File: src/sv/gkr_pkg.sv
// shared types and constants for the greedy knapsack by ratio block
package gkr_pkg;

  localparam int unsigned WEIGHT_W = 16;
  localparam int unsigned VALUE_W  = 16;
  localparam int unsigned NUMBER_W = 6;
  localparam int unsigned VTOT_W   = 21;
  localparam logic [VTOT_W-1:0] VTOT_MAX = {VTOT_W{1'b1}};

  // configuration register indexes
  localparam logic REG_CAPACITY = 1'b0;

  typedef struct packed {
    logic [WEIGHT_W-1:0] item_weight;
    logic [VALUE_W-1:0]  item_value;
    logic                last_item;
  } item_t;

  typedef struct packed {
    logic [NUMBER_W-1:0] item_number;
    logic [WEIGHT_W-1:0] taken_weight;
    logic [VALUE_W-1:0]  taken_value;
    logic                item_valid;
    logic [WEIGHT_W-1:0] weight_total;
    logic [VTOT_W-1:0]   value_total;
    logic                overflow;
    logic                last_result;
  } result_t;

  // outcome of one ratio compare
  typedef struct packed {
    logic less;
    logic differs;
  } cmp_t;

endpackage

File: src/sv/gkr_store.sv
// item store: one write port, one read port, registered read data
module gkr_store #(
  parameter int unsigned DEPTH  = 32,
  parameter int unsigned DATA_W = 38
) (
  input  logic                     clk,
  input  logic                     we,
  input  logic [$clog2(DEPTH)-1:0] waddr,
  input  logic [DATA_W-1:0]        wdata,
  input  logic [$clog2(DEPTH)-1:0] raddr,
  output logic [DATA_W-1:0]        rdata
);

  logic [DATA_W-1:0] mem [DEPTH];

  // write port
  always_ff @(posedge clk) begin
    if (we) begin
      mem[waddr] <= wdata;
    end
  end

  // read port, data appears in the cycle after the address
  always_ff @(posedge clk) begin
    rdata <= mem[raddr];
  end

endmodule

File: src/sv/gkr_ratio.sv
// exact value per weight compare by cross products
module gkr_ratio (
  input  logic [gkr_pkg::WEIGHT_W-1:0] a_weight,
  input  logic [gkr_pkg::VALUE_W-1:0]  a_value,
  input  logic [gkr_pkg::WEIGHT_W-1:0] b_weight,
  input  logic [gkr_pkg::VALUE_W-1:0]  b_value,
  output gkr_pkg::cmp_t                cmp
);
  import gkr_pkg::*;

  logic [WEIGHT_W+VALUE_W-1:0] lhs;
  logic [WEIGHT_W+VALUE_W-1:0] rhs;

  // a.v * b.w against b.v * a.w
  assign lhs = a_value * b_weight;
  assign rhs = b_value * a_weight;
  assign cmp.less    = lhs < rhs;
  assign cmp.differs = lhs != rhs;

endmodule

File: src/sv/greedy_knapsack_by_ratio_core.sv
// top level: item loading, selection sort over the store, greedy walk
//
//  channel   handshake          payload
//  input     start / busy       item   (item_t)
//  output    strobe             result (result_t)
//  config    apb write/read     capacity at byte address 0
//
// a non-final item is stored when it is accepted. the final item starts a run: the
// selection sort reads the unsorted part of the store in each outer step and swaps
// only where the ratios differ, then the walk reads the items from the highest ratio
// down, both bound by the single read port of the item store. busy is high for the
// whole run. reset clears the count, the overflow flag and capacity; the store needs
// no clearing. results appear for one cycle each on strobe and cannot be held off.
module greedy_knapsack_by_ratio_core #(
  parameter int unsigned MAX_ITEMS = 32
) (
  input  logic             clk,
  input  logic             rst,
  input  logic             start,
  output logic             busy,
  input  gkr_pkg::item_t   item,
  output logic             strobe,
  output gkr_pkg::result_t result,
  input  logic             psel,
  input  logic             penable,
  input  logic             pwrite,
  input  logic [2:0]       paddr,
  input  logic [31:0]      pwdata,
  output logic [31:0]      prdata,
  output logic             pready
);
  import gkr_pkg::*;

  localparam int unsigned IDX_W = $clog2(MAX_ITEMS);
  localparam int unsigned CNT_W = $clog2(MAX_ITEMS + 1);
  localparam int unsigned ENT_W = WEIGHT_W + VALUE_W + CNT_W;
  localparam int unsigned V_LO  = WEIGHT_W;
  localparam int unsigned N_LO  = WEIGHT_W + VALUE_W;

  localparam logic [3:0] S_IDLE   = 4'd0;
  localparam logic [3:0] S_A_RD   = 4'd1;
  localparam logic [3:0] S_A_DAT  = 4'd2;
  localparam logic [3:0] S_B_DAT  = 4'd3;
  localparam logic [3:0] S_SWAP1  = 4'd4;
  localparam logic [3:0] S_SWAP2  = 4'd5;
  localparam logic [3:0] S_W_RD   = 4'd6;
  localparam logic [3:0] S_W_DAT  = 4'd7;
  localparam logic [3:0] S_FINISH = 4'd8;

  logic [3:0]          state;
  logic [WEIGHT_W-1:0] capacity;
  logic [CNT_W-1:0]    count;
  logic                overflow_seen;
  logic [CNT_W-1:0]    cnt;
  logic [CNT_W-1:0]    a;
  logic [CNT_W-1:0]    b;
  logic [CNT_W-1:0]    kk;
  logic [CNT_W-1:0]    low_idx;
  logic [ENT_W-1:0]    a_ent;
  logic [ENT_W-1:0]    low_ent;
  logic [ENT_W-1:0]    pend;
  logic                pend_valid;
  logic [WEIGHT_W-1:0] wtot;
  logic [VTOT_W-1:0]   vtot;

  logic                accept;
  logic                has_room;
  logic [CNT_W-1:0]    count_next;
  logic                we;
  logic [IDX_W-1:0]    waddr;
  logic [ENT_W-1:0]    wdata;
  logic [IDX_W-1:0]    raddr;
  logic [ENT_W-1:0]    q;
  logic [ENT_W-1:0]    cmp_a;
  cmp_t                cmp;
  logic                next_a_more;
  logic                fits;
  logic [VTOT_W:0]     vsum;
  logic                cfg_write;

  assign busy     = state != S_IDLE;
  assign accept   = start && !busy;
  assign has_room = count < CNT_W'(MAX_ITEMS);
  assign count_next = has_room ? count + 1'b1 : count;

  // configuration port
  assign pready    = 1'b1;
  assign cfg_write = psel && penable && pwrite;
  assign prdata    = (paddr[2] == REG_CAPACITY) ? {16'd0, capacity} : 32'd0;

  always_ff @(posedge clk) begin
    if (rst) begin
      capacity <= '0;
    end else if (cfg_write && paddr[2] == REG_CAPACITY) begin
      capacity <= pwdata[WEIGHT_W-1:0];
    end
  end

  // store write port: loading and swaps
  always_comb begin
    we    = 1'b0;
    waddr = count[IDX_W-1:0];
    wdata = {count + 1'b1, item.item_value, item.item_weight};
    unique case (state)
      S_IDLE: begin
        we = accept && has_room;
      end
      S_SWAP1: begin
        we    = cmp.differs;
        waddr = a[IDX_W-1:0];
        wdata = low_ent;
      end
      S_SWAP2: begin
        we    = 1'b1;
        waddr = low_idx[IDX_W-1:0];
        wdata = a_ent;
      end
      default: begin
        we = 1'b0;
      end
    endcase
  end

  // store read address for the next data cycle
  always_comb begin
    unique case (state)
      S_A_RD:  raddr = a[IDX_W-1:0];
      S_A_DAT: raddr = IDX_W'(a + 1'b1);
      S_B_DAT: raddr = IDX_W'(b + 1'b1);
      S_W_RD:  raddr = kk[IDX_W-1:0];
      S_W_DAT: raddr = IDX_W'(kk - 1'b1);
      default: raddr = '0;
    endcase
  end

  gkr_store #(
    .DEPTH  (MAX_ITEMS),
    .DATA_W (ENT_W)
  ) u_store (
    .clk   (clk),
    .we    (we),
    .waddr (waddr),
    .wdata (wdata),
    .raddr (raddr),
    .rdata (q)
  );

  // shared compare: candidate against current low, or a against low for the swap
  assign cmp_a = (state == S_SWAP1) ? a_ent : q;

  gkr_ratio u_ratio (
    .a_weight (cmp_a[WEIGHT_W-1:0]),
    .a_value  (cmp_a[N_LO-1:V_LO]),
    .b_weight (low_ent[WEIGHT_W-1:0]),
    .b_value  (low_ent[N_LO-1:V_LO]),
    .cmp      (cmp)
  );

  assign next_a_more = ({1'b0, a} + (CNT_W+1)'(2)) < {1'b0, cnt};

  // greedy fit and saturating value sum
  assign fits = ({1'b0, wtot} + {1'b0, q[WEIGHT_W-1:0]}) <= {1'b0, capacity};
  assign vsum = {1'b0, vtot} + (VTOT_W+1)'(q[N_LO-1:V_LO]);

  // sequencer and datapath
  always_ff @(posedge clk) begin
    strobe <= 1'b0;
    if (rst) begin
      state         <= S_IDLE;
      count         <= '0;
      overflow_seen <= 1'b0;
      pend_valid    <= 1'b0;
    end else begin
      unique case (state)
        S_IDLE: begin
          if (accept) begin
            count <= count_next;
            if (!has_room) begin
              overflow_seen <= 1'b1;
            end
            if (item.last_item) begin
              cnt <= count_next;
              a   <= '0;
              if (count_next >= CNT_W'(2)) begin
                state <= S_A_RD;
              end else begin
                kk         <= count_next - 1'b1;
                wtot       <= '0;
                vtot       <= '0;
                pend_valid <= 1'b0;
                state      <= S_W_RD;
              end
            end
          end
        end
        S_A_RD: begin
          state <= S_A_DAT;
        end
        S_A_DAT: begin
          a_ent   <= q;
          low_ent <= q;
          low_idx <= a;
          b       <= a + 1'b1;
          state   <= S_B_DAT;
        end
        S_B_DAT: begin
          if (cmp.less) begin
            low_ent <= q;
            low_idx <= b;
          end
          if (({1'b0, b} + 1'b1) < {1'b0, cnt}) begin
            b <= b + 1'b1;
          end else begin
            state <= S_SWAP1;
          end
        end
        S_SWAP1, S_SWAP2: begin
          if (state == S_SWAP1 && cmp.differs) begin
            state <= S_SWAP2;
          end else begin
            a <= a + 1'b1;
            if (next_a_more) begin
              state <= S_A_RD;
            end else begin
              kk         <= cnt - 1'b1;
              wtot       <= '0;
              vtot       <= '0;
              pend_valid <= 1'b0;
              state      <= S_W_RD;
            end
          end
        end
        S_W_RD: begin
          state <= S_W_DAT;
        end
        S_W_DAT: begin
          // a taken item releases the one held before it
          if (fits) begin
            wtot       <= wtot + q[WEIGHT_W-1:0];
            vtot       <= (vsum > {1'b0, VTOT_MAX}) ? VTOT_MAX : vsum[VTOT_W-1:0];
            pend       <= q;
            pend_valid <= 1'b1;
            if (pend_valid) begin
              strobe              <= 1'b1;
              result.item_number  <= NUMBER_W'(pend[ENT_W-1:N_LO]);
              result.taken_weight <= pend[WEIGHT_W-1:0];
              result.taken_value  <= pend[N_LO-1:V_LO];
              result.item_valid   <= 1'b1;
              result.weight_total <= '0;
              result.value_total  <= '0;
              result.overflow     <= overflow_seen;
              result.last_result  <= 1'b0;
            end
          end
          if (kk == '0) begin
            state <= S_FINISH;
          end else begin
            kk <= kk - 1'b1;
          end
        end
        S_FINISH: begin
          strobe              <= 1'b1;
          result.item_number  <= pend_valid ? NUMBER_W'(pend[ENT_W-1:N_LO]) : '0;
          result.taken_weight <= pend_valid ? pend[WEIGHT_W-1:0] : '0;
          result.taken_value  <= pend_valid ? pend[N_LO-1:V_LO] : '0;
          result.item_valid   <= pend_valid;
          result.weight_total <= wtot;
          result.value_total  <= vtot;
          result.overflow     <= overflow_seen;
          result.last_result  <= 1'b1;
          count               <= '0;
          overflow_seen       <= 1'b0;
          pend_valid          <= 1'b0;
          state               <= S_IDLE;
        end
        default: begin
          state <= S_IDLE;
        end
      endcase
    end
  end

`ifndef SYNTHESIS
  // the final result hands the block back to the loader
  a_last_idle: assert property (@(posedge clk) disable iff (rst)
    strobe && result.last_result |-> !busy)
    else $error("final result while still busy");

  a_count_bound: assert property (@(posedge clk) disable iff (rst)
    count <= CNT_W'(MAX_ITEMS))
    else $error("item count beyond store depth");

  a_empty_is_last: assert property (@(posedge clk) disable iff (rst)
    strobe && !result.item_valid |-> result.last_result)
    else $error("empty result before the end of a run");

  a_totals_last: assert property (@(posedge clk) disable iff (rst)
    strobe && !result.last_result |-> result.weight_total == '0 && result.value_total == '0)
    else $error("totals on a non-final result");

  a_run_clears: assert property (@(posedge clk) disable iff (rst)
    strobe && result.last_result |-> count == '0 && !overflow_seen)
    else $error("set state not cleared after a run");
`endif

endmodule

File: config.mk
export PLATFORM = sky130hd
export DESIGN_NAME = greedy_knapsack_by_ratio_core
export DESIGN_NICKNAME = d
export VERILOG_FILES = /design/src/sv/gkr_pkg.sv /design/src/sv/gkr_store.sv /design/src/sv/gkr_ratio.sv /design/src/sv/greedy_knapsack_by_ratio_core.sv
export SDC_FILE = /design/constraint.sdc
export NUM_CORES = 2
export LEC_CHECK = 0
export CORE_ASPECT_RATIO = 1.1
export CORE_UTILIZATION = 55
export CTS_BUF_LIST = sky130_fd_sc_hd__clkbuf_4 sky130_fd_sc_hd__clkbuf_8
export CTS_CLUSTER_DIAMETER = 120
export DETAILED_ROUTE_END_ITERATION = 8
export DONT_BUFFER_PORTS = 1
export PLACE_DENSITY = 0.77
export SLEW_MARGIN = 20
export SYNTH_ARGS = -nofsm -noshare
export SYNTH_HDL_FRONTEND = slang
export SYNTH_SLANG_ARGS = --single-unit
File: constraint.sdc
create_clock -name clk -period 22.5 [get_ports clk]
set_clock_uncertainty 0.15 [all_clocks]
set_input_delay 4.5 -clock clk [delete_from_list [all_inputs] [get_ports clk]]
set_output_delay 4.5 -clock clk [all_outputs]
set_load 0.005 [all_outputs]
==> results.txt <==
----------------------------------------------------
[GRT]
  Global-route wire length before repair ... 296000 um
  Aggregate global routing overflow ... 0
  Initial antenna violation count ... 15
  GR Util All Layers ... 0.2776
  Via count of the first global-routing pass ... 48.18k
  Largest net degree at the start of global routing ... just over 90

[Yosys]
  Top FF cell, synth ... sky130_fd_sc_hd__edfxtp_1
  Synthesized netlist cell count ... 5409
  Number of synthesized register bits ... 1541
  Synthesized area divided by synthesized cell count ... 14.63 um2
  Area contributors post-synth ... sky130_fd_sc_hd__edfxtp_1 56%, sky130_fd_sc_hd__fa_1 9.9%, sky130_fd_sc_hd__mux4_2 8.8%
  Fraction of post-synthesis cell area in the top cell type by area ... 0.5592
  Ys Warns ... 0
  Share of the yosys chip area belonging to registers ... 0.5761
  Netlist area before placement ... 79160 um2
  Number of flops mapped to enable cells by yosys ... ~1.5k
  Proportion of register bits with asynchronous set or reset after synthesis ... 0
  Netlist cell types ... 81
  Post-synthesis cell type with the largest combined area ... sky130_fd_sc_hd__edfxtp_1

[Route]
  Number of remaining DRC errors ... 0
  Detailed Route WL ... 198600 um
  Count of TritonRoute iterations in the first routing pass ... 6
  Via count normalized by instance count ... 6.150
  DRC violation total after the first TritonRoute iteration ... 5201
  Post-route antenna net violation count ... 0
  Vias after detailed routing ... 46.85k
  Routed length per instance ... approximately 26 um

[Clocking]
  Clock tree from TritonCTS ... built
  Clock root buffer ... sky130_fd_sc_hd__clkbuf_8
  Clock transition at the registers of the reported paths ... 0.06 ns
  Maximum level of the CTS H-tree ... 4
  Worst-Skew Late Latency ... 0.92 ns
  Buffers inserted by post-CTS timing repair ... 0
  Number of sinks handled by clock tree synthesis ... 1541
  Number of CTS-inserted buffers ... between 200 and 250
  Number of hold-repair buffers added at the cts stage ... 0
  Number of cells upsized or downsized after cts ... 0
  Longest Clk Path Bufs ... 3

[Outcome]
  Status ... finished, final reports clean

[Placement]
  Port buffer count ... 0
  Worst slack at placement ... around 9.7 ns
  Final weighted congestion in routability-driven placement ... 0.8886
  Detail Placement HPWL ... 125500 um

[Timing]
  Post-route clock period utilization ... 0.5784
  Max-slew violation count ... 0
  Final setup fails ... 0
  Fin worst setup slack ... 9.486 ns
  Min Tclk post-route ... 13.01 ns
  Setup Total Neg Slack ... 0 ns
  Worst Tran Pin Value ... 1.154 ns
  Fmax ... around 0.077 GHz
  Setup repair after global routing missed its margin ... no
  Hold violation count in the final report ... 0
  Remaining max-slew budget at the tightest pin ... 0.2309

[Floorplanning]
  Number of top-level design ports ... 187
  Vert. Die Dim ... 399.9 um
  Chip width ... 363.7 um
  Rows ... 145
  Core region area ... roughly 140000 um2
  Die area ... about 150000 um2
  Effective utilization at floorplan ... 0.5558

[Worst setup path]
  Critical path capture point type ... flop
  Most repeated library cell on the critical path ... sky130_fd_sc_hd__fa_1
  Critical path type ... flop to flop
  Crit start category ... flop
  Peak fanout along the critical path ... 32
  Required time of the critical path ... 22.87 ns
  Slowest stage cell on the critical path ... sky130_fd_sc_hd__nor4bb_1
  Slowest cell delay on critical path ... 0.75 ns
  Worst EP arrival ... 13.38 ns

[Min path]
  Hold crit path type ... flop to flop

[Run]
  Reported max-cap violation count ... 0

[Layout]
  Most common cell after layout, fill and taps aside ... sky130_fd_sc_hd__edfxtp_1
  Number of fill cells ... 10.03k
  Area Growth Syn to Fin ... 9.454%
  Share of final-layout standard cells stronger than drive strength 1 ... 0.1652
  Net total in the final layout ... 6267
  Commonest non-fill, non-tap cells in the layout ... 1474 x sky130_fd_sc_hd__edfxtp_1, 601 x sky130_fd_sc_hd__nand2_1, 505 x sky130_fd_sc_hd__inv_1

----------------------------------------------------
metal layers:
layer | up-vias | track usage | routed length [um]
li1 | 19760 | - | -
met1 | 23870 | 0.3581 | 72300
met4 | 10 | 0.1271 | 8454
met3 | 487 | 0.06596 | 22640
met2 | 2726 | 0.4480 | 95130
met5 | - | 0 | 46
sequential cells by signal, summed over array words and instances (netlist names):
name           flops
count              6
pend_valid         1
state              4
cnt                6
overflow_seen      1
result            78
pend              38
a                  6
wtot              16
vtot              21
u_store.mem     1216
kk                 6
capacity          16
a_ent             38
strobe             1
b                  6
u_store.rdata     38
low_ent           38
low_idx            5
final timing paths:
path | from | end | slack (ns) | cells after the start
hold / removal | overflow_seen$_SDFFE_PP0P_ | result[1]$_DFFE_PP_ | 0.29 | 0
setup reg to reg | state[2]$_SDFFE_PP0P_ | u_store.mem[23][17]$_DFFE_PP_ | 9.49 | 38
hold reg to reg | overflow_seen$_SDFFE_PP0P_ | result[1]$_DFFE_PP_ | 0.29 | 0
setup / recovery | state[2]$_SDFFE_PP0P_ | u_store.mem[23][17]$_DFFE_PP_ | 9.49 | 38
cells by family (layout without fill, tap and decap cells):
kind of cell / after synthesis / count (layout) / synth area share
AOI/OAI and AO/OA: 562 / 562 / 0.04483
other: 2 / 26 / 0.00009487
DFF: 1541 / 1541 / 0.5761
adders and majority gates: 695 / 695 / 0.1468
muxes: 408 / 408 / 0.1008
buffers and inverters: 768 / 1041 / 0.04016
xor gates and xnor gates: 100 / 100 / 0.01106
and+or+nand+nor: 1333 / 1333 / 0.08012
critical path: cells and delay by family, from the launching register on:
family	cells	cell delay, ns
buffers and inverters	8	1.78
DFF	1	0.63
adders and majority gates	8	3.82
muxes	2	0.72
AOI/OAI and AO/OA	6	1.50
and+or+nand+nor	14	3.96
cell usage after synthesis, types with 12 or more instances:
cell	count
sky130_fd_sc_hd__nand4_1	16
sky130_fd_sc_hd__buf_1	12
sky130_fd_sc_hd__nor3_1	67
sky130_fd_sc_hd__a31oi_1	36
sky130_fd_sc_hd__xnor2_1	61
sky130_fd_sc_hd__xor2_1	39
sky130_fd_sc_hd__fa_1	390
sky130_fd_sc_hd__buf_4	38
sky130_fd_sc_hd__a21o_1	46
sky130_fd_sc_hd__and3_1	67
sky130_fd_sc_hd__nor2_1	172
sky130_fd_sc_hd__nor2b_1	63
sky130_fd_sc_hd__edfxtp_1	1474
sky130_fd_sc_hd__mux2_2	33
sky130_fd_sc_hd__a21oi_1	191
sky130_fd_sc_hd__o211ai_1	23
sky130_fd_sc_hd__nand3_1	27
sky130_fd_sc_hd__mux4_2	308
sky130_fd_sc_hd__a211oi_1	34
sky130_fd_sc_hd__or3_1	12
sky130_fd_sc_hd__o21a_1	37
sky130_fd_sc_hd__nand2b_1	20
sky130_fd_sc_hd__inv_1	505
sky130_fd_sc_hd__mux2i_1	67
sky130_fd_sc_hd__dfxtp_1	67
sky130_fd_sc_hd__a22oi_1	17
sky130_fd_sc_hd__o21ai_0	88
sky130_fd_sc_hd__nand2_1	601
sky130_fd_sc_hd__ha_1	305
sky130_fd_sc_hd__buf_2	51
sky130_fd_sc_hd__buf_6	12
sky130_fd_sc_hd__clkbuf_1	149
sky130_fd_sc_hd__and2_1	250
through the flow:
| stage | util | hold WS (ns) | instances | area [um2] |
|---|---|---|---|---|
| 6_report | 0.6084 | 0.2922 | 7617 | 86640 |
| 5_1_grt | 0.6083 | 0.3221 | 7615 | 86640 |
| 4_1_cts | 0.6071 | 0.2929 | 7608 | 86470 |
| 3_5_place_dp | 0.5735 | 0.2789 | 7184 | 81680 |
| 3_3_place_gp | 0.5734 | 0.2705 | 7184 | 81670 |
| 2_1_floorplan | - | 0.2588 | 5424 | 79220 |
area by class of cell:
cell class	instances	area [um2]	area share
Sequential cell	1541	45610	0.5264
Clock inverter	83	654.4	0.007553
Antenna cell	9	22.52	0.0002599
Multi-Input combinational cell	3115	31090	0.3588
Timing Repair Buffer	111	845.8	0.009762
Inverter	506	1899	0.02192
Tap cell	1911	2391	0.02760
Clock buffer	341	4130	0.04767
Power is left out: the tool's default activity adds up to more than one toggle a clock period on the data nets, which glitch-free logic cannot reach.
